==> src/sv/fast_inverse_square_root_core_macros.svh <==
// Assertion macros for the inverse square root core.
`ifndef FAST_INVERSE_SQUARE_ROOT_CORE_MACROS_SVH
`define FAST_INVERSE_SQUARE_ROOT_CORE_MACROS_SVH
`ifndef SYNTHESIS
`define FISR_ASSERT_IMPLIES(label, clk, rst, a, b) \
   label: assert property (@(posedge clk) disable iff (rst) (a) |-> (b)) \
      else $error("fisr assertion failed");
`define FISR_ASSERT_NEXT(label, clk, rst, a, b) \
   label: assert property (@(posedge clk) disable iff (rst) (a) |=> (b)) \
      else $error("fisr assertion failed");
`else
`define FISR_ASSERT_IMPLIES(label, clk, rst, a, b)
`define FISR_ASSERT_NEXT(label, clk, rst, a, b)
`endif
`endif

==> src/sv/fisr_pkg.sv <==
`default_nettype none
package fisr_pkg;
   localparam logic [31:0] MAGIC_CONST  = 32'h5f3759df;
   localparam logic [31:0] ONE_HALF     = 32'h3f000000;
   localparam logic [31:0] THREE_HALVES = 32'h3fc00000;
   localparam logic [31:0] DEFAULT_NAN  = 32'hffc00000;
   localparam logic [31:0] QUIET_BIT    = 32'h00400000;

   typedef struct packed {
      logic        valid;
      logic [31:0] side;
   } tag_type;

   function automatic logic [5:0] lzc32(input logic [31:0] v);
      logic [5:0] n;
      logic       found;
      n = 6'd0;
      found = 1'b0;
      for (int i = 31; i >= 0; i--) begin
         if (!found && v[i]) begin
            found = 1'b1;
         end else if (!found) begin
            n = n + 6'd1;
         end
      end
      return n;
   endfunction
endpackage
`default_nettype wire

==> src/sv/fisr_fmul.sv <==
`default_nettype none
module fisr_fmul (
   input  wire logic             clock,
   input  wire logic             reset,
   input  wire logic             en,
   input  wire fisr_pkg::tag_type in_tag,
   input  wire logic [31:0]      a,
   input  wire logic [31:0]      b,
   output fisr_pkg::tag_type     out_tag,
   output logic [31:0]           result
);
   import fisr_pkg::*;

   // stage 1: unpack, normalize subnormal operands, special values
   logic              sa, sb;
   logic [7:0]        xa, xb;
   logic              a_nan, b_nan, a_inf, b_inf, a_zero, b_zero;
   logic [23:0]       ma, mb;
   logic [5:0]        lza, lzb;
   logic signed [10:0] ea, eb;
   logic              spec1_in;
   logic [31:0]       specv1_in;

   always_comb begin
      sa = a[31];
      sb = b[31];
      xa = a[30:23];
      xb = b[30:23];
      a_nan  = (&xa) && (|a[22:0]);
      b_nan  = (&xb) && (|b[22:0]);
      a_inf  = (&xa) && !(|a[22:0]);
      b_inf  = (&xb) && !(|b[22:0]);
      a_zero = (xa == 8'd0) && !(|a[22:0]);
      b_zero = (xb == 8'd0) && !(|b[22:0]);
      ma = {xa != 8'd0, a[22:0]};
      mb = {xb != 8'd0, b[22:0]};
      lza = lzc32({ma, 8'hff});
      lzb = lzc32({mb, 8'hff});
      ea = ((xa == 8'd0) ? -11'sd126 : ($signed({3'b000, xa}) - 11'sd127))
           - $signed({5'b00000, lza});
      eb = ((xb == 8'd0) ? -11'sd126 : ($signed({3'b000, xb}) - 11'sd127))
           - $signed({5'b00000, lzb});
      spec1_in  = 1'b1;
      specv1_in = 32'd0;
      priority if (a_nan) begin
         specv1_in = a | QUIET_BIT;
      end else if (b_nan) begin
         specv1_in = b | QUIET_BIT;
      end else if ((a_inf && b_zero) || (a_zero && b_inf)) begin
         specv1_in = DEFAULT_NAN;
      end else if (a_inf || b_inf) begin
         specv1_in = {sa ^ sb, 8'hff, 23'd0};
      end else if (a_zero || b_zero) begin
         specv1_in = {sa ^ sb, 31'd0};
      end else begin
         spec1_in = 1'b0;
      end
   end

   tag_type            tag1_ff, tag2_ff, tag3_ff;
   logic               s1_ff, s2_ff;
   logic [23:0]        ma1_ff, mb1_ff;
   logic signed [10:0] e1_ff, e2_ff;
   logic               spec1_ff, spec2_ff;
   logic [31:0]        specv1_ff, specv2_ff;
   logic [47:0]        p2_ff;
   logic [31:0]        res3_ff;

   // stage 3: normalize, denormalize, round
   logic [47:0]        pn;
   logic signed [10:0] ebias;
   logic [5:0]         sh;
   logic [47:0]        shifted, mask;
   logic [23:0]        mant;
   logic               g, st, up;
   logic [7:0]         efield;
   logic [30:0]        word;
   logic [31:0]        res3_in;

   always_comb begin
      if (p2_ff[47]) begin
         pn = p2_ff;
         ebias = e2_ff + 11'sd128;
      end else begin
         pn = {p2_ff[46:0], 1'b0};
         ebias = e2_ff + 11'sd127;
      end
      if (ebias >= 11'sd1) begin
         sh = 6'd0;
      end else if (ebias < -11'sd24) begin
         sh = 6'd26;
      end else begin
         sh = 6'(11'sd1 - ebias);
      end
      shifted = pn >> sh;
      mask = (48'd1 << sh) - 48'd1;
      mant = shifted[47:24];
      g = shifted[23];
      st = (|shifted[22:0]) || (|(pn & mask));
      up = g && (st || mant[0]);
      efield = (ebias >= 11'sd1) ? ebias[7:0] : 8'd0;
      word = {efield, mant[22:0]} + {30'd0, up};
      if (spec2_ff) begin
         res3_in = specv2_ff;
      end else if (ebias >= 11'sd255) begin
         res3_in = {s2_ff, 8'hff, 23'd0};
      end else begin
         res3_in = {s2_ff, word};
      end
   end

   always_ff @(posedge clock) begin
      if (reset) begin
         tag1_ff.valid <= 1'b0;
         tag2_ff.valid <= 1'b0;
         tag3_ff.valid <= 1'b0;
      end else if (en) begin
         tag1_ff.valid <= in_tag.valid;
         tag2_ff.valid <= tag1_ff.valid;
         tag3_ff.valid <= tag2_ff.valid;
      end
      if (en) begin
         tag1_ff.side <= in_tag.side;
         s1_ff        <= sa ^ sb;
         ma1_ff       <= ma << lza;
         mb1_ff       <= mb << lzb;
         e1_ff        <= ea + eb;
         spec1_ff     <= spec1_in;
         specv1_ff    <= specv1_in;
         tag2_ff.side <= tag1_ff.side;
         s2_ff        <= s1_ff;
         p2_ff        <= ma1_ff * mb1_ff;
         e2_ff        <= e1_ff;
         spec2_ff     <= spec1_ff;
         specv2_ff    <= specv1_ff;
         tag3_ff.side <= tag2_ff.side;
         res3_ff      <= res3_in;
      end
   end

   assign out_tag = tag3_ff;
   assign result  = res3_ff;
endmodule
`default_nettype wire

==> config.mk <==
export PLATFORM = sky130hd
export DESIGN_NAME = fisr_fmul
export DESIGN_NICKNAME = d
export VERILOG_FILES = /design/src/sv/fast_inverse_square_root_core_macros.svh /design/src/sv/fisr_pkg.sv /design/src/sv/fisr_fmul.sv
export SDC_FILE = /design/constraint.sdc
export NUM_CORES = 2
export LEC_CHECK = 0
export ABC_AREA = 1
export BUFFER_PORTS_ARGS = -buffer_cell sky130_fd_sc_hd__buf_2
export CELL_PAD_IN_SITES_DETAIL_PLACEMENT = 1
export CELL_PAD_IN_SITES_GLOBAL_PLACEMENT = 1
export CORE_MARGIN = 3
export CORE_UTILIZATION = 49
export CTS_BUF_LIST = sky130_fd_sc_hd__clkbuf_4
export DETAILED_ROUTE_END_ITERATION = 8
export GPL_TIMING_DRIVEN = 0
export PLACE_DENSITY = 0.9
export SLEW_MARGIN = 5
export SYNTH_ARGS = -nofsm -noshare
export SYNTH_HDL_FRONTEND = slang
export SYNTH_SLANG_ARGS = --single-unit
==> constraint.sdc <==
create_clock -name clock -period 20.9 [get_ports clock]
set_input_delay 1.045 -clock clock [delete_from_list [all_inputs] [get_ports clock]]
set_output_delay 1.045 -clock clock [all_outputs]
set_load 0.01 [all_outputs]
### Yosys cells after proc, flatten, opt, wreduce, memory -nomap -nowiden

Cells that the tools add are included.

* flip-flop bits (word level): 317
* input bits: 100
* output and inout port bits: 65
* logic and storage cells: 360

* add/sub/neg operators: 56
* multipliers: 1
* $lt $le $gt $ge: 3
* shift-type cells: 4
* muxes and demuxes: 155
* bitwise operators: 2
* reductions and logical operators: 120

Operators with widths (number)
* 2-to-1 mux 6 bit: 93
* adder 6 x 1 -> 6 bit, second input constant: 45
* 2-to-1 mux 32 bit: 6
* OR reduction 23 bit: 3
* logical AND 1 bit: 55
* 2-to-1 mux 1 bit: 49
* AND 48 bit: 1
* logical NOT 1 bit: 48
* multiplier 24 x 24 -> 48 bit: 1
* 2-to-1 mux 48 bit: 1
* OR reduction 48 bit: 1
* left shift 1 x 6 -> 48 bit, first input constant: 1
* left shift 24 x 6 -> 24 bit: 2
* >> shifter 48 x 6 -> 47 bit: 1
* subtractor 48 x 1 -> 48 bit, second input constant: 1
* 2-to-1 mux 11 bit: 3
* adder 31 x 1 -> 31 bit: 1
* 2-to-1 mux 31 bit: 1
* subtractor 11 x 7 -> 11 bit: 2
* subtractor 8 x 7 -> 9 bit, second input constant: 2
* logical NOT 8 bit: 2
* AND reduction 8 bit: 2
* nonzero test 8 bit: 2
* adder 11 bit: 1
* 13 further kinds: 17

### Longest topological paths before layout

* depth in word-level cells: 73
* mapped depth: 102

### Least setup slack after synthesis

Ideal clock, no wire load.

* kind: input port to flip-flop
* start point: in b[23]
* end point: reg e1_ff[10], data pin
* library setup time: 0.130 ns
* arrival time: 15.258 ns
* path slack: 5.512 ns
* stages: 93
* path buffers: 0
* cells stage by stage: inv_1 > ha_1 > nand2_1 > nor2_4 > nand2_1 > inv_1 > ha_1 > nand2_1 > inv_1 > nand4_1 > nand2_1 > ha_1 > nand2_1 > a21oi_1 > ha_1 > inv_1 > o21ai_0 > ha_1 > (+57 left out) > inv_1 > nor3_1 > nand3_1 > nor2_1 > inv_1 > nand2_1 > nand2_2 > inv_1 > fa_1 > fa_1 > inv_1 > ha_1 > a21oi_1 > inv_1 > a21oi_1 > o21ai_0 > a2111oi_0 > a21o_1

* cells in the longest elaborated chain, start to end: 73

RTL lines
* start, declared: RTL line fisr_fmul.sv:8 `input wire logic [31:0] b,`
* nonzero test 8 bit: RTL line fisr_fmul.sv:36 `mb = {xb != 8'd0, b[22:0]};`
* 2-to-1 mux 1 bit: RTL line fisr_pkg.sv:20 `if (!found && v[i]) begin`
* adder 6 x 1 -> 6 bit or logical NOT 1 bit (tied branches)
* 2-to-1 mux 6 bit or logical AND 1 bit (tied branches): RTL line fisr_pkg.sv:22, fisr_pkg.sv:20
* 2-to-1 mux 6 bit or 2-to-1 mux 1 bit (tied branches): RTL line fisr_pkg.sv:20
* adder 6 x 1 -> 6 bit or logical NOT 1 bit (tied branches)
* 2-to-1 mux 6 bit or logical AND 1 bit (tied branches): RTL line fisr_pkg.sv:22, fisr_pkg.sv:20
* 2-to-1 mux 6 bit or 2-to-1 mux 1 bit (tied branches): RTL line fisr_pkg.sv:20
* (+57 left out)
* adder 6 x 1 -> 6 bit or logical NOT 1 bit (tied branches)
* 2-to-1 mux 6 bit or logical AND 1 bit (tied branches): RTL line fisr_pkg.sv:22, fisr_pkg.sv:20
* 2-to-1 mux 6 bit or 2-to-1 mux 1 bit (tied branches): RTL line fisr_pkg.sv:20
* adder 6 x 1 -> 6 bit or logical NOT 1 bit (tied branches)
* 2-to-1 mux 6 bit or logical AND 1 bit (tied branches): RTL line fisr_pkg.sv:22, fisr_pkg.sv:20
* 2-to-1 mux 6 bit: RTL line fisr_pkg.sv:20
* subtractor 11 x 7 -> 11 bit (*): RTL line fisr_fmul.sv:42 `- $signed({5'b00000, lzb});`
* adder 11 bit (*): RTL line fisr_fmul.sv:127 `e1_ff <= ea + eb;`
* end signal, assigned: RTL line fisr_fmul.sv:127
* end, declared: RTL line fisr_fmul.sv:63 `logic signed [10:0] e1_ff, e2_ff;`

Mark *: on every way between the ends. The rest lies on a longest branch, timed or not.
A chain may end at the register's enable or synchronous reset.

### Worst setup path in the final report

Same ends and word-level chain as after synthesis.

==> results.toml <==
[grt]
grt_max_degree = 124
grt_pass1_vias = 46500
grt_util_all_layers_pct = 34.8
overflow = 0
antenna_found_initial = 12
grt_pass1_wl_um = 256000

[synthesis]
yosys.cell_types.count = 68
synthCells = 6028
yosys_warnings = 0
ys_async_sr_fraction_pct = 0
synth_seq_area_share_pct = 21.3
avgSynthCellArea_um2 = 7.39
synth_flop_cell = "edfxtp_1"
synth_fp_nets = 6862
ys_ff_latch = 317
synth-edff-count = 314
synth_area_um2 = 44600

[cts]
cts.sinks = 317
cts_buffers = 88
clock_path_buffers = 3
cts_tree = "built"
cts_setup_buffers = 0
clk-insertion-delay-late_ns = 0.89
clock-root-buffer = "clkbuf_4"
cts-hold-fix-buffers = 0
cts_resized = 0
path_clk_slew_ns = 0.07
cts_htree_levels = 3

[floorplan]
io_pins = 165
fp.coreArea_um2 = 89300
die_height_um = 308
die_area_um2 = 94600
start_util_pct = 49.9
rows = 109
die_w_um = 308

[place]
hpwl_um = 134000
buffer_ports.inserted = 162
gp_congestion = 0.953
place_inst = 7357
pre_cts_ws_ns = 2.87

[finish]
instances_no_fill = 7523
post-route-util_pct = 53.8
fin_nets = 7116
seqCellArea_um2 = 9490
nFillCells = 11600
final_cell_mix = "nand2_1, inv_1, fa_1, nor2_1, o21ai_0"
layout_commonest_cell = "nand2_1"
multiInputGateArea_um2 = 29300
syn_to_final_growth_pct = 7.86
final_layout_size_suffix_gt1_share_pct = 8.77

[sta]
slew_violations = 0
worst_clock_skew_ns = 0.0995
tightest_slew_ns = 1.16
fmax_mhz = 56.7
rsz0062_at_grt = "no"
maxSlewHeadroom_pct = 22.0
min_period_ns = 17.62
worst_slack_ns = 3.28
finalHoldViolCount = 0
period_share_pct = 84.3
setup_tns_ns = 0
finalSetupViolCount = 0

[route]
drc_errors = 0
viasPerCell = 5.65
drtIter0Drc = 3301
wl_per_cell_um = 22.0
firstDrtPassIters = 6
drtAntennaViolNets = 0
vias = 42500
drt-total-wl_um = 165000

[setup_path]
worst-path-max-fanout = 10
reg2reg_slack_ns = 10.73
worstSetupPathType = "in -> reg"
critPathLaunchType = "input pin"
cpMostUsedCell = "ha_1"
critPathArrivalTime_ns = 18.37
critPathMaxStageDelay_ns = 0.56
crit_slowest_cell = "a2111oi_0"
critPathCaptureType = "flip-flop"
worstPathRequired_ns = 21.65

[outcome]
status = "finished clean"

[hold_path]
hp-class = "in -> reg"

[job]
max_cap_violations = 0
-- area by class of cell --
type,instances,share of cell area (%)
Tap cell,1165,3.03
Sequential cell,317,19.7
Clock inverter,35,0.489
Clock buffer,121,1.89
Buffer,195,1.76
Multi-Input combinational cell,4187,60.8
Antenna cell,10,0.0521
Timing Repair Buffer,164,1.82
Inverter,1329,10.4
-- sequential cells by signal (all words and copies together) (netlist names), 11 cells and up --
name,cells
specv1_ff,32
result,32
tag2_ff,33
e1_ff,11
p2_ff,48
out_tag,33
mb1_ff,24
specv2_ff,32
ma1_ff,24
e2_ff,11
tag1_ff,33
-- worst max-delay path, delay by kind of cell --
| kind | cells | cell delay, ns |
|---|---|---|
| buf+inv | 19 | 2.05 |
| compound gates | 30 | 5.86 |
| simple gates | 17 | 1.84 |
| fa+ha+maj | 25 | 7.59 |
-- stage by stage --
| step | hold WS [ns] | cell area (um^2) |
|---|---|---|
| detailed placement | 0.405 | 46900 |
| finish | 0.341 | 48100 |
| global route | 0.285 | 48100 |
| global placement | 0.400 | 46800 |
| floorplan | 0.400 | 44600 |
| CTS | 0.308 | 48100 |
-- Yosys cell counts, types with 6 or more instances --
master    count  area (um^2)
o22ai_1      10         62.6
edfxtp_1    314         9430
nand2_4       7         78.8
nand2_2      55          344
nor2_4        6         67.6
inv_2        31          116
nand2_1    1597         5990
xnor2_1      35          307
o21a_1        8         60.1
nand3_2      37          370
nor2_1      441         1660
ha_1        239         2990
nand4_1      78          488
a21oi_2       6         52.6
o31ai_1       6         45.0
nor4_1       14         87.6
nor2_2       30          188
nand3b_1     24          180
xor2_1       74          648
a211oi_1      7         52.6
o21ai_1      31          155
o21ai_0     315         1580
buf_6        10          113
o211ai_1     11         82.6
fa_1        495         9910
nand3_1     302         1510
a221oi_1      7         61.3
mux2i_1      29          290
inv_1      1292         4850
clkinv_1      6         22.5
nor3_1       61          305
a21oi_1     136          681
a31oi_1      20          125
or2_2        36          225
buf_2        16         80.1
buf_1        15         56.3
clkbuf_1    149          559
-- logic make-up after synthesis --
group	share of synthesized area [%]
adders and majority gates	28.9
AOI/OAI and AO/OA	7.56
muxes	0.651
DFF	21.3
buffers and inverters	13.1
and+or+nand+nor	26.2
xor gates and xnor gates	2.31
-- metal layers --
metal  share of wire [%]  GRT usage [%]  wire length [um]  vias to the layer above
li1                    -              -                 -                    19200
met1                  37           39.7             61000                    20900
met2                  49           60.1             80500                     1866
met3                 7.5           6.95             12500                      598
met4                 7.0           21.5             11500                        6
met5               0.023              0                38                        -
-- final timing paths --
path | startpoint | endpoint | cells past startpoint
setup / recovery | b[23] | e1_ff[10] | 91
setup reg to reg | mb1_ff[8] | p2_ff[46] | 42
hold reg to reg | tag1_ff[18] | tag2_ff[18] | 0
hold / removal | in_tag[26] | tag1_ff[26] | 1
Power is not shown: default switching activity piles up to over one toggle a cycle in this logic, so the estimate is an artifact.
