**config.mk**
```make
export PLATFORM = sky130hd
export DESIGN_NAME = fisr_fsub
export DESIGN_NICKNAME = d
export VERILOG_FILES = /design/src/sv/fast_inverse_square_root_core_macros.svh /design/src/sv/fisr_pkg.sv /design/src/sv/fisr_fsub.sv
export SDC_FILE = /design/constraint.sdc
export NUM_CORES = 1
export LEC_CHECK = 0
export BUFFER_PORTS_ARGS = -buffer_cell sky130_fd_sc_hd__buf_2
export CAP_MARGIN = 30
export CORE_UTILIZATION = 55
export DETAILED_ROUTE_END_ITERATION = 7
export PLACE_DENSITY_LB_ADDON = 0.2
export SLEW_MARGIN = 20
export SYNTH_ARGS = -nofsm -noshare
export SYNTH_HDL_FRONTEND = slang
export SYNTH_SLANG_ARGS = --single-unit
```
**constraint.sdc**
```tcl
create_clock -name clock -period 39.3 [get_ports clock]
set_input_delay 7.86 -clock clock [delete_from_list [all_inputs] [get_ports clock]]
set_output_delay 7.86 -clock clock [all_outputs]
set_load 0.005 [all_outputs]
```
**src/sv/fast_inverse_square_root_core_macros.svh**
```systemverilog
// Assertion macros for the inverse square root core.
`ifndef FAST_INVERSE_SQUARE_ROOT_CORE_MACROS_SVH
`define FAST_INVERSE_SQUARE_ROOT_CORE_MACROS_SVH
`ifndef SYNTHESIS
`define FISR_ASSERT_IMPLIES(label, clk, rst, a, b) \
   label: assert property (@(posedge clk) disable iff (rst) (a) |-> (b)) \
      else $error("fisr assertion failed");
`define FISR_ASSERT_NEXT(label, clk, rst, a, b) \
   label: assert property (@(posedge clk) disable iff (rst) (a) |=> (b)) \
      else $error("fisr assertion failed");
`else
`define FISR_ASSERT_IMPLIES(label, clk, rst, a, b)
`define FISR_ASSERT_NEXT(label, clk, rst, a, b)
`endif
`endif

```
**src/sv/fisr_pkg.sv**
```systemverilog
`default_nettype none
package fisr_pkg;
   localparam logic [31:0] MAGIC_CONST  = 32'h5f3759df;
   localparam logic [31:0] ONE_HALF     = 32'h3f000000;
   localparam logic [31:0] THREE_HALVES = 32'h3fc00000;
   localparam logic [31:0] DEFAULT_NAN  = 32'hffc00000;
   localparam logic [31:0] QUIET_BIT    = 32'h00400000;

   typedef struct packed {
      logic        valid;
      logic [31:0] side;
   } tag_type;

   function automatic logic [5:0] lzc32(input logic [31:0] v);
      logic [5:0] n;
      logic       found;
      n = 6'd0;
      found = 1'b0;
      for (int i = 31; i >= 0; i--) begin
         if (!found && v[i]) begin
            found = 1'b1;
         end else if (!found) begin
            n = n + 6'd1;
         end
      end
      return n;
   endfunction
endpackage
`default_nettype wire

```
**src/sv/fisr_fsub.sv**
```systemverilog
`default_nettype none
module fisr_fsub (
   input  wire logic             clock,
   input  wire logic             reset,
   input  wire logic             en,
   input  wire fisr_pkg::tag_type in_tag,
   input  wire logic [31:0]      a,
   input  wire logic [31:0]      b,
   output fisr_pkg::tag_type     out_tag,
   output logic [31:0]           result
);
   import fisr_pkg::*;

   // stage 1: unpack a and -b, order by magnitude, align
   logic [31:0] nb, big, sml;
   logic        a_nan, b_nan, a_inf, b_inf;
   logic [7:0]  eb_big, eb_sml, d;
   logic [4:0]  sh;
   logic [26:0] mbig, msml, t, mask;
   logic        spec1_in;
   logic [31:0] specv1_in;

   always_comb begin
      nb = {~b[31], b[30:0]};
      a_nan = (&a[30:23]) && (|a[22:0]);
      b_nan = (&b[30:23]) && (|b[22:0]);
      a_inf = (&a[30:23]) && !(|a[22:0]);
      b_inf = (&b[30:23]) && !(|b[22:0]);
      if (a[30:0] >= b[30:0]) begin
         big = a;
         sml = nb;
      end else begin
         big = nb;
         sml = a;
      end
      eb_big = (big[30:23] == 8'd0) ? 8'd1 : big[30:23];
      eb_sml = (sml[30:23] == 8'd0) ? 8'd1 : sml[30:23];
      d = eb_big - eb_sml;
      sh = (d > 8'd27) ? 5'd27 : d[4:0];
      mbig = {big[30:23] != 8'd0, big[22:0], 3'b000};
      msml = {sml[30:23] != 8'd0, sml[22:0], 3'b000};
      t = msml >> sh;
      mask = (27'd1 << sh) - 27'd1;
      spec1_in = 1'b1;
      specv1_in = 32'd0;
      priority if (a_nan) begin
         specv1_in = a | QUIET_BIT;
      end else if (b_nan) begin
         specv1_in = b | QUIET_BIT;
      end else if (a_inf && b_inf && (a[31] != nb[31])) begin
         specv1_in = DEFAULT_NAN;
      end else if (a_inf) begin
         specv1_in = a;
      end else if (b_inf) begin
         specv1_in = nb;
      end else begin
         spec1_in = 1'b0;
      end
   end

   tag_type     tag1_ff, tag2_ff, tag3_ff, tag4_ff;
   logic        s1_ff, s2_ff, s3_ff;
   logic        sub1_ff;
   logic [7:0]  e1_ff, e2_ff;
   logic [26:0] mb1_ff, ms1_ff;
   logic [27:0] sum2_ff;
   logic [26:0] n3_ff;
   logic [8:0]  ef3_ff;
   logic        spec1_ff, spec2_ff, spec3_ff;
   logic [31:0] specv1_ff, specv2_ff, specv3_ff;
   logic [31:0] res4_ff;

   // stage 3: normalize
   logic [5:0]  lz;
   logic [8:0]  k;
   logic [26:0] n3_in;
   logic [8:0]  ef3_in;
   logic        s3_in;

   always_comb begin
      lz = lzc32({sum2_ff[26:0], 5'h1f});
      k = 9'd0;
      if (sum2_ff[27]) begin
         n3_in = {sum2_ff[27:2], sum2_ff[1] | sum2_ff[0]};
         ef3_in = {1'b0, e2_ff} + 9'd1;
      end else begin
         k = ({3'd0, lz} < {1'b0, e2_ff}) ? {3'd0, lz} : ({1'b0, e2_ff} - 9'd1);
         n3_in = sum2_ff[26:0] << k;
         ef3_in = n3_in[26] ? ({1'b0, e2_ff} - k) : 9'd0;
      end
      s3_in = (sum2_ff == 28'd0) ? 1'b0 : s2_ff;
   end

   // stage 4: round
   logic        up;
   logic [30:0] word;
   logic [31:0] res4_in;

   always_comb begin
      up = n3_ff[2] && ((|n3_ff[1:0]) || n3_ff[3]);
      word = {ef3_ff[7:0], n3_ff[25:3]} + {30'd0, up};
      if (spec3_ff) begin
         res4_in = specv3_ff;
      end else if (ef3_ff >= 9'd255) begin
         res4_in = {s3_ff, 8'hff, 23'd0};
      end else begin
         res4_in = {s3_ff, word};
      end
   end

   always_ff @(posedge clock) begin
      if (reset) begin
         tag1_ff.valid <= 1'b0;
         tag2_ff.valid <= 1'b0;
         tag3_ff.valid <= 1'b0;
         tag4_ff.valid <= 1'b0;
      end else if (en) begin
         tag1_ff.valid <= in_tag.valid;
         tag2_ff.valid <= tag1_ff.valid;
         tag3_ff.valid <= tag2_ff.valid;
         tag4_ff.valid <= tag3_ff.valid;
      end
      if (en) begin
         tag1_ff.side <= in_tag.side;
         s1_ff        <= big[31];
         sub1_ff      <= big[31] ^ sml[31];
         e1_ff        <= eb_big;
         mb1_ff       <= mbig;
         ms1_ff       <= {t[26:1], t[0] | (|(msml & mask))};
         spec1_ff     <= spec1_in;
         specv1_ff    <= specv1_in;
         tag2_ff.side <= tag1_ff.side;
         s2_ff        <= s1_ff;
         e2_ff        <= e1_ff;
         sum2_ff      <= sub1_ff ? ({1'b0, mb1_ff} - {1'b0, ms1_ff})
                                 : ({1'b0, mb1_ff} + {1'b0, ms1_ff});
         spec2_ff     <= spec1_ff;
         specv2_ff    <= specv1_ff;
         tag3_ff.side <= tag2_ff.side;
         s3_ff        <= s3_in;
         n3_ff        <= n3_in;
         ef3_ff       <= ef3_in;
         spec3_ff     <= spec2_ff;
         specv3_ff    <= specv2_ff;
         tag4_ff.side <= tag3_ff.side;
         res4_ff      <= res4_in;
      end
   end

   assign out_tag = tag4_ff;
   assign result  = res4_ff;
endmodule
`default_nettype wire

```
# == Yosys cells after proc, flatten, opt, wreduce, memory -nomap -nowiden ==
# Index checks and enable logic that the tools add are counted.
# totals
ff_bits,397
output_inout_bits,65
elab_cells,246
inputBits,100
# op_classes
bitwise,5
reduce_logical,75
n_eq_ne,1
muxes,97
add_sub_neg,34
magnitude_cmp,4
shifts,3
# ops
operator,count
$mux 6,52
$mux 32,8
$add 6x1->6 const B,26
$reduce_or 23->1,2
$logic_and 1x1->1,33
$add 31x1->31,1
$ge 31x31->1,1
$mux 31,1
$add 27x27->28,1
$logic_not 1->1,28
$logic_not 28->1,1
$mux 1,28
$mux 28,1
$sub 27x27->28,1
$and 27x27->27,1
$mux 9,3
$reduce_or 27->1,1
$shl 1x5->27 const A,1
$shl 27x9->27,1
$shr 27x5->27,1
$sub 27x1->27 const B,1
$mux 26,1
$logic_not 8->1,2
$mux 8,2
other kinds (18),21

# == Longest topological paths before layout ==
# Gate-level depths: netlist of run 1.
# logic_depth
word_depth,84
mapped_depth,107
depth_no_buf,103

# == Worst setup path before layout of run 1 ==
# Ideal clock, no wire load.
# synth_path
kind,register -> register
startpoint,reg sum2_ff[25]
endpoint,reg ef3_ff[8] (data pin)
path_stages_with_launch,106
required_time_ns,39.037
t_arrival_ns,19.357
path_buffers,5
synth_period_minus_slack_ns,19.620
setup_ns,0.263
slack_ns,19.680
path_cell_list,edfxtp_1 buf_2 nor2_1 ha_1 and3b_1 o21bai_1 inv_1 ha_1 nor2b_1 o31ai_1 inv_1 ha_1 a21o_1 ha_1 mux2i_1 o21bai_1 ha_1 inv_1 [... 70 more ...] ha_1 a2111oi_0 a21oi_1 buf_2 o21ai_1 clkbuf_1 clkbuf_1 clkbuf_1 ha_1 nor2b_1 o21ai_0 nand2b_1 a21o_1 a21o_1 a211oi_1 nor2_1 o22ai_1 o32ai_1
# synth_via
elab_chain_len,82
word_cells_on_any_way,158
cone_classes,26 x add/sub; 1 x order compare; 1 x shift; 79 x mux; 51 x reduce/logical
# synth_lines
item,line_no,source
from (decl),fisr_fsub.sv:66,logic [27:0] sum2_ff;
from (signal assigned),fisr_fsub.sv:135,"sum2_ff <= sub1_ff ? ({1'b0, mb1_ff} - {1'b0, ms1_ff})"
$logic_and 1x1->1,fisr_pkg.sv:20,if (!found && v[i]) begin
$mux 6 or $mux 1 (tied branches),fisr_pkg.sv:20,
$add 6x1->6 or $logic_not 1->1 (tied branches),-,
$mux 6 or $logic_and 1x1->1 (tied branches),"fisr_pkg.sv:22, fisr_pkg.sv:20",
$mux 6 or $mux 1 (tied branches),fisr_pkg.sv:20,
$add 6x1->6 or $logic_not 1->1 (tied branches),-,
$mux 6 or $logic_and 1x1->1 (tied branches),"fisr_pkg.sv:22, fisr_pkg.sv:20",
$mux 6 or $mux 1 (tied branches),fisr_pkg.sv:20,
[... 67 more ...],-,
$mux 6 or $logic_and 1x1->1 (tied branches),"fisr_pkg.sv:22, fisr_pkg.sv:20",
$mux 6,fisr_pkg.sv:20,
$lt 6x8->1,fisr_fsub.sv:87,"k = ({3'd0, lz} < {1'b0, e2_ff}) ? {3'd0, lz} : ({1'b0, e2_ff} - 9'd1);"
$mux 9,fisr_fsub.sv:87,
$sub 8x9->9 or $shl 27x9->27 (tied branches),"fisr_fsub.sv:89, fisr_fsub.sv:88",
$mux 9 (*),fisr_fsub.sv:89,"ef3_in = n3_in[26] ? ({1'b0, e2_ff} - k) : 9'd0;"
$mux 9 (*),fisr_fsub.sv:83,if (sum2_ff[27]) begin
via ef3_in[8],fisr_fsub.sv:77,logic [8:0] ef3_in;
to (signal assigned),fisr_fsub.sv:142,ef3_ff <= ef3_in;
to (decl),fisr_fsub.sv:68,logic [8:0] ef3_ff;
# Mark *: on every way through the listed nets, which the timed path passes. The rest lies on a longest branch.
# A chain may end at the register's enable or synchronous reset.

# == Worst setup path in the final report of run 1 ==
# layout_path
startpoint,reg sum2_ff[26]
endpoint,reg ef3_ff[7] (data pin)
# layout_via
elab_chain_len,84
word_cells_on_any_way,163
cone_classes,27 x add/sub; 1 x order compare; 1 x shift; 82 x mux; 52 x reduce/logical
# layout_lines
item,line_no
$mux 1,fisr_pkg.sv:20
$add 6x1->6 or $logic_not 1->1 (tied branches),-
$mux 6 or $logic_and 1x1->1 (tied branches),"fisr_pkg.sv:22, fisr_pkg.sv:20"
$mux 6 or $mux 1 (tied branches),fisr_pkg.sv:20
$add 6x1->6 or $logic_not 1->1 (tied branches),-
$mux 6 or $logic_and 1x1->1 (tied branches),"fisr_pkg.sv:22, fisr_pkg.sv:20"
$mux 6 or $mux 1 (tied branches),fisr_pkg.sv:20
$add 6x1->6 or $logic_not 1->1 (tied branches),-
[... 69 more ...],-
$mux 6 or $logic_and 1x1->1 (tied branches),"fisr_pkg.sv:22, fisr_pkg.sv:20"
$mux 6,fisr_pkg.sv:20
$lt 6x8->1,fisr_fsub.sv:87
$mux 9,fisr_fsub.sv:87
$sub 8x9->9 or $shl 27x9->27 (tied branches),"fisr_fsub.sv:89, fisr_fsub.sv:88"
$mux 9 (*),fisr_fsub.sv:89
$mux 9 (*),fisr_fsub.sv:83
via ef3_in[7],fisr_fsub.sv:77
# Marked as above.

==> flow_summary.json, run 1 <==
{
  "die-area_sq_um": 46900,
  "fmax_ghz": 0.0450,
  "root_buffer": "clkbuf_16",
  "ir_worst_vdd_mv": 0.0445,
  "min_path_type": "reg2reg",
  "drtPass1Iterations": 5,
  "fin_crit_sh_pct": 56.6,
  "crit_start": "sum2_ff[26]$_DFFE_PP_",
  "syn_area_sq_um": 25300,
  "grt_max_degree": 121,
  "cts.reportedPaths.clkPinSlew_ns": 0.06,
  "start_kind": "register",
  "setup_viol_count_final": 0,
  "drc": 0,
  "required_ns": 39.73,
  "core_sq_um": 45400,
  "post_cts_resized": 0,
  "io_pins": 165,
  "io_buffers": 164,
  "cpPeakStageDelay_ns": 0.57,
  "detail_route.wl_per_cell_um": 21.3,
  "die_h_um": 217,
  "synth_top_cell_by_area": "edfxtp_1",
  "start_util_pct": 55.8,
  "max_slew_margin_pct": 37.3,
  "cts_tree": "built",
  "ys_seq_elements": 397,
  "antenna_cells": 0,
  "die_w_um": 217,
  "power_density_nw_per_um2": 52.0,
  "overflow": 0,
  "cts_buffers": 40,
  "clock-sinks": 397,
  "endpoint_kind": "register",
  "hp-start": "specv2_ff[14]$_DFFE_PP_",
  "ys.flop_type": "edfxtp_1",
  "r2r-start": "sum2_ff[26]$_DFFE_PP_",
  "wl_um": 67700,
  "slowest_stage": "edfxtp_1",
  "synth.top_cell.area_share_pct": 46.6,
  "drt_iter0_drc": 2337,
  "areaGrowthSynthToFinish_pct": 11.1,
  "drive_above_1_share_pct": 14.8,
  "max-cap-violations": 0,
  "synth_nets": 2667,
  "yosysSeqAreaShare_pct": 46.9,
  "async_flop_share_pct": 0,
  "final_nets": 2775,
  "htree_levels": 2,
  "finalHoldViolCount": 0,
  "cts_hold_buf": 0,
  "grt_pass1_vias": 18800,
  "status": "finished clean",
  "syn_avg_cell_area_sq_um": 10.4,
  "cp_common_cell": "ha_1",
  "antenna_found_initial": 0,
  "slew_violations": 0,
  "rows": 78,
  "layout_min_cycle_time_ns": 22.23,
  "ant_nets": 0,
  "final.setup.tns_ns": 0,
  "routed_via_density": 6.20,
  "cts_setup_buffers": 0,
  "p_leak_nw": 11.2,
  "detailedPlacementHpwl_um": 49200,
  "grt_setup_unrepaired": "no",
  "yosys-top-cells-area": "edfxtp_1 (47%), ha_1 (6.2%), mux2i_1 (5.5%)",
  "clk_path_buf_depth": 3,
  "tightest_slew_ns": 0.940,
  "skew_ns": 0.0146,
  "synth_cell_type_count": 106,
  "crit_arrival_ns": 22.67,
  "syn_inst": 2438,
  "finalNonFillerCells": 3178,
  "synth_edf_count": 393,
  "vias": 19700,
  "gp_congestion": 0.986,
  "dp_cells": 3101,
  "yosys_warnings": 0,
  "grt_pass1_wl_um": 105000,
  "crit_type": "reg2reg",
  "worstSkewPairLatency_ns": 0.56,
  "critPathMaxFanout": 37,
  "track_usage_pct": 28.5
}
area by class of cell:
class | count | area [sq um]
timing repair buffer | 196 | 1080
fill | 3732 | 17200
sequential | 397 | 11900
multi-input combinational | 1781 | 12500
clock inverter | 29 | 414
inverter | 130 | 488
clock buffer | 45 | 1040
tap | 600 | 751
synthesized netlist by cell type (8+ instances only):
master and count:
edfxtp_1 393, nand2_1 214, nor2_1 181, o21ai_0 150, a21oi_1 144, mux2i_1 138
inv_1 128, ha_1 126, clkbuf_1 92, nor3_1 76, xnor2_1 70, mux2_2 54
nand3_1 46, xor2_1 37, nor2b_1 33, nor4_1 29, nand4_1 27, nand2b_1 26
a211oi_1 25, a22o_1 24, buf_2 21, o211ai_1 21, o21a_1 21, a21o_1 20
a31oi_1 19, o21bai_1 19, and2_1 18, and3_1 18, buf_1 16, o21ai_1 15
o22ai_1 14, or3_1 14, a21boi_0 9, o31ai_1 9, o32ai_1 9, a2111oi_0 8
nor3b_1 8
power by group:
part	internal, mW	switching [mW]
logic	0.184	0.291
registers	0.526	0.0490
clock network	0.253	0.161
cells by family after synthesis:
group                    synth area share [%]
flip-flops                               46.9
AO/OA/AOI/OAI                            15.3
XOR/XNOR                                 4.43
multiplexers                             8.27
AND/OR/NAND/NOR                          14.6
buffers and inverters                    3.98
adder cells (fa/ha/maj)                  6.54
routing by layer:
layer / global-route usage (%) / up-vias / share of wire, %
li1: - / 9281 / -
met1: 38.3 / 9492 / 42
met2: 47.5 / 792 / 48
met3: 3.27 / 127 / 6.4
met4: 10.8 / 0 / 3.6
met5: 0 / - / 0
worst max-delay path, delay by kind of cell, from the launching register on:
kind / cells / cell delay [ns]
AOI/OAI and AO/OA: 34 / 6.73
adders and majority gates: 26 / 8.18
buffers and inverters: 7 / 1.21
DFF: 1 / 0.57
muxes: 9 / 1.74
and+or+nand+nor: 28 / 3.65
final timing paths:
path	endpoint	slack (ns)	cells after the start
worst max-delay path	ef3_ff[7]$_DFFE_PP_	17.07	104
worst max register to register	ef3_ff[7]$_DFFE_PP_	17.07	104
worst min-delay path	specv3_ff[14]$_DFFE_PP_	0.41	0
worst min register to register	specv3_ff[14]$_DFFE_PP_	0.41	0
layout by cell type (no fill, tap or decap), drive strengths merged, types with 27 or more instances in the layout:
cell / instances
edfxtp: 393
nand2: 216
buf: 196
nor2: 183
o21ai: 166
a21oi: 146
mux2i: 138
inv: 132
ha: 126
nor3: 81
xnor2: 71
mux2: 55
nand3: 49
clkbuf: 45
xor2: 39
nor2b: 33
nor4: 33
nand2b: 28
nand4: 27
state kept, by name (all words and copies together) (netlist names), 32 cells and up:
signal     cells
specv1_ff     32
tag1_ff       33
specv2_ff     32
result        32
tag2_ff       33
specv3_ff     32
out_tag       33
tag3_ff       33
through the flow:
step / utilization [%] / total power, mW / setup slack (ns) / area, sq um / hold slack (ns)
after global placement: 58.8 / 1.04 / 18.38 / 26700 / 0.400
after CTS: 62.0 / 1.46 / 17.26 / 28100 / 0.414
after floorplan: - / 0.900 / 19.68 / 25300 / 0.400
final: 62.1 / 1.46 / 17.07 / 28200 / 0.411
after global routing: 62.1 / 1.54 / 15.38 / 28200 / 0.413
after detailed placement: 58.8 / 1.05 / 17.29 / 26700 / 0.405
No activity file was read; power rests on OpenSTA's default activity.
==> inputs of run 2 (changes only) <==
==> constraint.sdc (replaced) <==
create_clock -name clock -period 21 [get_ports clock]
set_input_delay 4.2 -clock clock [delete_from_list [all_inputs] [get_ports clock]]
set_output_delay 4.2 -clock clock [all_outputs]
set_load 0.005 [all_outputs]
==> flow_summary.json, run 2 (synthesis gave the netlist of run 1 again) <==
{
  "p_switching_mw": 0.960,
  "cts_hold_buf": 0,
  "max-cap-violations": 0,
  "cpPeakStageDelay_ns": 0.55,
  "drtPass1Iterations": 6,
  "critPathBufInv": 7,
  "whs_path_depth": 0,
  "grt_pass1_wl_um": 104000,
  "ir_worst_vdd_mv": 0.0865,
  "start_kind": "register",
  "grt_pass1_vias": 18900,
  "start_util_pct": 55.8,
  "track_usage_pct": 28.5,
  "status": "finished clean",
  "pwr-share-comb_pct": 33.7,
  "drt_iter0_drc": 1815,
  "vias": 19800,
  "layout_min_cycle_time_ns": 19.83,
  "drive_above_1_share_pct": 16.6,
  "setup_viol_count_final": 0,
  "r2r_end": "ef3_ff[8]$_DFFE_PP_",
  "die_h_um": 217,
  "hp-start": "tag3_ff[15]$_DFFE_PP_",
  "skew_ns": 0.0375,
  "io_pins": 165,
  "cts_tree": "built",
  "areaGrowthSynthToFinish_pct": 12.6,
  "final_common_cell": "edfxtp_1",
  "ff2ff_path_depth": 104,
  "max_slew_margin_pct": 34.6,
  "fmax_ghz": 0.0504,
  "final.setup.tns_ns": 0,
  "r2r-start": "sum2_ff[25]$_DFFE_PP_",
  "worstSkewPairLatency_ns": 0.58,
  "endpoint_kind": "register",
  "min_path_type": "reg2reg",
  "final_cell_mix": "edfxtp_1 (393), nand2_1 (213), nor2_1 (180), buf_2 (165), a21oi_1 (143)",
  "whs_endpoint": "out_tag[15]$_DFFE_PP_",
  "crit_arrival_ns": 20.14,
  "final_area_sq_um": 28500,
  "htree_levels": 2,
  "p_int_mw": 1.81,
  "drc": 0,
  "core_sq_um": 45400,
  "cts.reportedPaths.clkPinSlew_ns": 0.06,
  "p_sw_share_pct": 34.7,
  "antenna_found_initial": 0,
  "routed_via_density": 6.18,
  "cts_buffers": 41,
  "tightest_slew_ns": 0.954,
  "detail_route.wl_per_cell_um": 21.4,
  "antenna_cells": 0,
  "die-area_sq_um": 46900,
  "postPlaceCellArea_sq_um": 26700,
  "required_ns": 21.32,
  "cp_top_family": "adder cells",
  "p_leak_nw": 11.3,
  "cp_common_cell": "ha_1",
  "gp_congestion": 0.973,
  "final_nets": 2800,
  "detailedPlacementHpwl_um": 49700,
  "clock-sinks": 397,
  "ant_nets": 0,
  "power_density_nw_per_um2": 97.1,
  "clk_path_buf_depth": 3,
  "die_w_um": 217,
  "slowest_stage": "edfxtp_1",
  "fin_crit_sh_pct": 94.4,
  "root_buffer": "clkbuf_16",
  "grt_max_degree": 119,
  "regToRegSetupSlack_ns": 1.17,
  "finalHoldViolCount": 0,
  "critPathMaxFanout": 8,
  "wl_um": 68400,
  "io_buffers": 164,
  "slew_violations": 0,
  "nFillCells": 3643,
  "power_frac_seq_pct": 38.9,
  "crit_type": "reg2reg",
  "rows": 78,
  "overflow": 0,
  "clkPwrFrac_pct": 27.4
}
run 2: cell count changes in the layout (fill, tap and decap cells not counted), moves of 3 or more:
cell	change
ha_1	-4
clkinv_4	-3
buf_4	+18
clkinv_2	+7
o21ai_0	-8
clkinv_1	-5
o21ai_1	+6
buf_12	+3
run 2: layout make-up:
cell class	instances	area [sq um]	share of cell area (%)
multi-input combinational	1781	12700	44.4
sequential	397	11900	41.7
timing repair buffer	220	1320	4.61
clock buffer	46	1040	3.66
tap	600	751	2.63
inverter	130	488	1.71
clock inverter	29	390	1.37
run 2: worst max path at each step:
| stage | start | to | slack [ns] | depth (start not counted) |
|---|---|---|---|---|
| after floorplan | sum2_ff[25]$_DFFE_PP_ | ef3_ff[8]$_DFFE_PP_ | 1.38 | 105 |
| final | sum2_ff[25]$_DFFE_PP_ | ef3_ff[8]$_DFFE_PP_ | 1.17 | 104 |
| after detailed placement | sum2_ff[26]$_DFFE_PP_ | ef3_ff[7]$_DFFE_PP_ | -0.23 | 104 |
| after CTS | sum2_ff[26]$_DFFE_PP_ | ef3_ff[8]$_DFFE_PP_ | 0.02 | 104 |
| after global routing | sum2_ff[25]$_DFFE_PP_ | ef3_ff[8]$_DFFE_PP_ | -0.16 | 104 |
| after global placement | sum2_ff[26]$_DFFE_PP_ | ef3_ff[7]$_DFFE_PP_ | 0.76 | 104 |
run 2: through the flow:
| stage | worst slack (ns) | power [mW] | instances | hold slack [ns] | util [%] |
|---|---|---|---|---|---|
| after CTS | 0.0161 | 2.73 | 3181 | 0.398 | 62.1 |
| after detailed placement | -0.234 | 1.97 | 3104 | 0.405 | 58.9 |
| after global placement | 0.757 | 1.95 | 3102 | 0.400 | 58.8 |
| after floorplan | 1.38 | 1.68 | 2438 | 0.400 | - |
| after global routing | -0.165 | 2.90 | 3203 | 0.402 | 62.9 |
| final | 1.17 | 2.77 | 3203 | 0.404 | 62.9 |
run 2: repair_timing:
| item | in CTS | in global routing |
|---|---|---|
| cloned | 0 | 2 |
| endpoints found under the setup margin | 5 | 35 |
| pin swaps | 0 | 11 |
| buffers inserted | 2 | 18 |
| gates resized for setup | 4 | 36 |
run 2: per-layer routing:
layer	track usage (%)	vias up	share of wire [%]
met5	0	-	0
met4	12.5	0	4.3
met3	3.27	174	5.7
met2	46.7	708	47
met1	38.3	9561	43
li1	-	9346	-
run 2: power groups by stage:
stage / clock [mW] / combinational (mW) / sequential [mW]
floorplan: 0 / 0.651 / 1.03
global placement: 0 / 0.862 / 1.09
detailed placement: 0 / 0.876 / 1.09
CTS: 0.774 / 0.886 / 1.07
global route: 0.802 / 1.02 / 1.08
finish: 0.759 / 0.934 / 1.08
==> inputs of run 3 (changes only) <==
--- a/config.mk
+++ b/config.mk
@@ -7,6 +7,7 @@
 export LEC_CHECK = 0
 export BUFFER_PORTS_ARGS = -buffer_cell sky130_fd_sc_hd__buf_2
 export CAP_MARGIN = 30
+export CORE_ASPECT_RATIO = 1.1
 export CORE_UTILIZATION = 55
 export DETAILED_ROUTE_END_ITERATION = 7
 export PLACE_DENSITY_LB_ADDON = 0.2
==> flow_summary.json, run 3 (synthesis gave the netlist of run 1 again) <==
{
  "detail_route.wl_per_cell_um": 21.3,
  "overflow": 0,
  "drive_above_1_share_pct": 16.4,
  "finalNonFillerCells": 3196,
  "status": "finished, violations left",
  "layout_min_cycle_time_ns": 19.74,
  "rows": 82,
  "dp_cells": 3095,
  "finalHoldViolCount": 0,
  "slowest_stage": "edfxtp_1",
  "ant_nets": 0,
  "detailedPlacementHpwl_um": 49500,
  "io_pins": 165,
  "max_slew_margin_pct": 34.7,
  "skew_ns": 0.0256,
  "antenna_found_initial": 1,
  "routed_via_density": 6.19,
  "antenna_cells": 0,
  "drt_iter0_drc": 1830,
  "fin_crit_sh_pct": 94.0,
  "final_cell_mix": "edfxtp_1 (393), nand2_1 (213), nor2_1 (180), buf_2 (163)",
  "final_area_sq_um": 28400,
  "whs_ns": 0.415,
  "start_util_pct": 55.6,
  "critPathMaxFanout": 10,
  "drtPass1Iterations": 7,
  "clk_path_buf_depth": 3,
  "areaGrowthSynthToFinish_pct": 12.1,
  "tightest_slew_ns": 0.973,
  "p_leak_nw": 11.3,
  "ir_worst_vdd_mv": 0.0696,
  "post-route-util_pct": 62.4,
  "pre_cts_ws_ns": 0.0477,
  "endpoint_kind": "register",
  "start_kind": "register",
  "power_density_nw_per_um2": 95.9,
  "gp_congestion": 1.00,
  "cpPeakStageDelay_ns": 0.46,
  "cts_buffers": 41,
  "grt_pass1_wl_um": 104000,
  "wl_um": 68100,
  "root_buffer": "clkbuf_16",
  "max-cap-violations": 0,
  "setup_viol_count_final": 0,
  "die_w_um": 207,
  "crit_arrival_ns": 20.06,
  "track_usage_pct": 28.8,
  "die-area_sq_um": 46900,
  "min_path_type": "reg2reg",
  "final_nets": 2806,
  "setup_ws_ns": 1.26,
  "vias": 19800,
  "worstSkewPairLatency_ns": 0.56,
  "grt_max_degree": 89,
  "cts.reportedPaths.clkPinSlew_ns": 0.06,
  "slew_violations": 0,
  "final_common_cell": "edfxtp_1",
  "crit_type": "reg2reg",
  "required_ns": 21.31,
  "cts_hold_buf": 0,
  "final.setup.tns_ns": 0,
  "drc": 3,
  "postPlaceCellArea_sq_um": 26700,
  "cts_tree": "built",
  "htree_levels": 2,
  "die_h_um": 227,
  "total_power_mw": 2.73,
  "violations": "DRC",
  "cp_common_cell": "ha_1",
  "grt_pass1_vias": 18900,
  "io_buffers": 164,
  "fmax_ghz": 0.0507,
  "clock-sinks": 397,
  "core_sq_um": 45600
}
[run 3: critical path, delay by kind of cell (launching register included)]
kind,cells,cell delay (ns)
fa+ha+maj,25,7.55
flops,1,0.46
buf+inv,8,0.99
simple gates,26,3.21
compound gates,31,5.41
mux,10,1.86
[run 3: where the power goes]
group	switching, mW	total, mW	internal, mW
clock	0.298	0.718	0.419
combinational	0.562	0.934	0.372
sequential	0.0899	1.07	0.984
[run 3: repair_timing]
action	CTS	global route
gates resized for setup	1	29
setup endpoints to repair	1	35
gates cloned	0	1
setup buffers	0	22
pin swaps	0	8
[run 3: path summary, 6_finish.rpt]
| kind | start | to | slack, ns | cells after the start |
|---|---|---|---|---|
| setup / recovery | sum2_ff[25]$_DFFE_PP_ | ef3_ff[7]$_DFFE_PP_ | 1.26 | 100 |
| hold / removal | tag1_ff[24]$_DFFE_PP_ | tag2_ff[24]$_DFFE_PP_ | 0.42 | 0 |
| hold reg to reg | tag1_ff[24]$_DFFE_PP_ | tag2_ff[24]$_DFFE_PP_ | 0.42 | 0 |
| setup reg to reg | sum2_ff[25]$_DFFE_PP_ | ef3_ff[7]$_DFFE_PP_ | 1.26 | 100 |
[run 3: area by class of cell]
class | count | area, sq um
well taps | 588 | 736
inverters | 130 | 488
fillers | 3744 | 17100
multi-input cells | 1781 | 12600
flip-flops and latches | 397 | 11900
clock buffers | 48 | 1070
repair buffers | 226 | 1390
clock inverters | 26 | 270
[run 3: layer usage]
metal	vias to the layer above	wire, um	global-route usage [%]
met4	2	2840	12.3
met5	-	10	0
li1	9360	-	-
met2	788	32700	48.5
met3	153	4500	3.91
met1	9467	28100	37.0
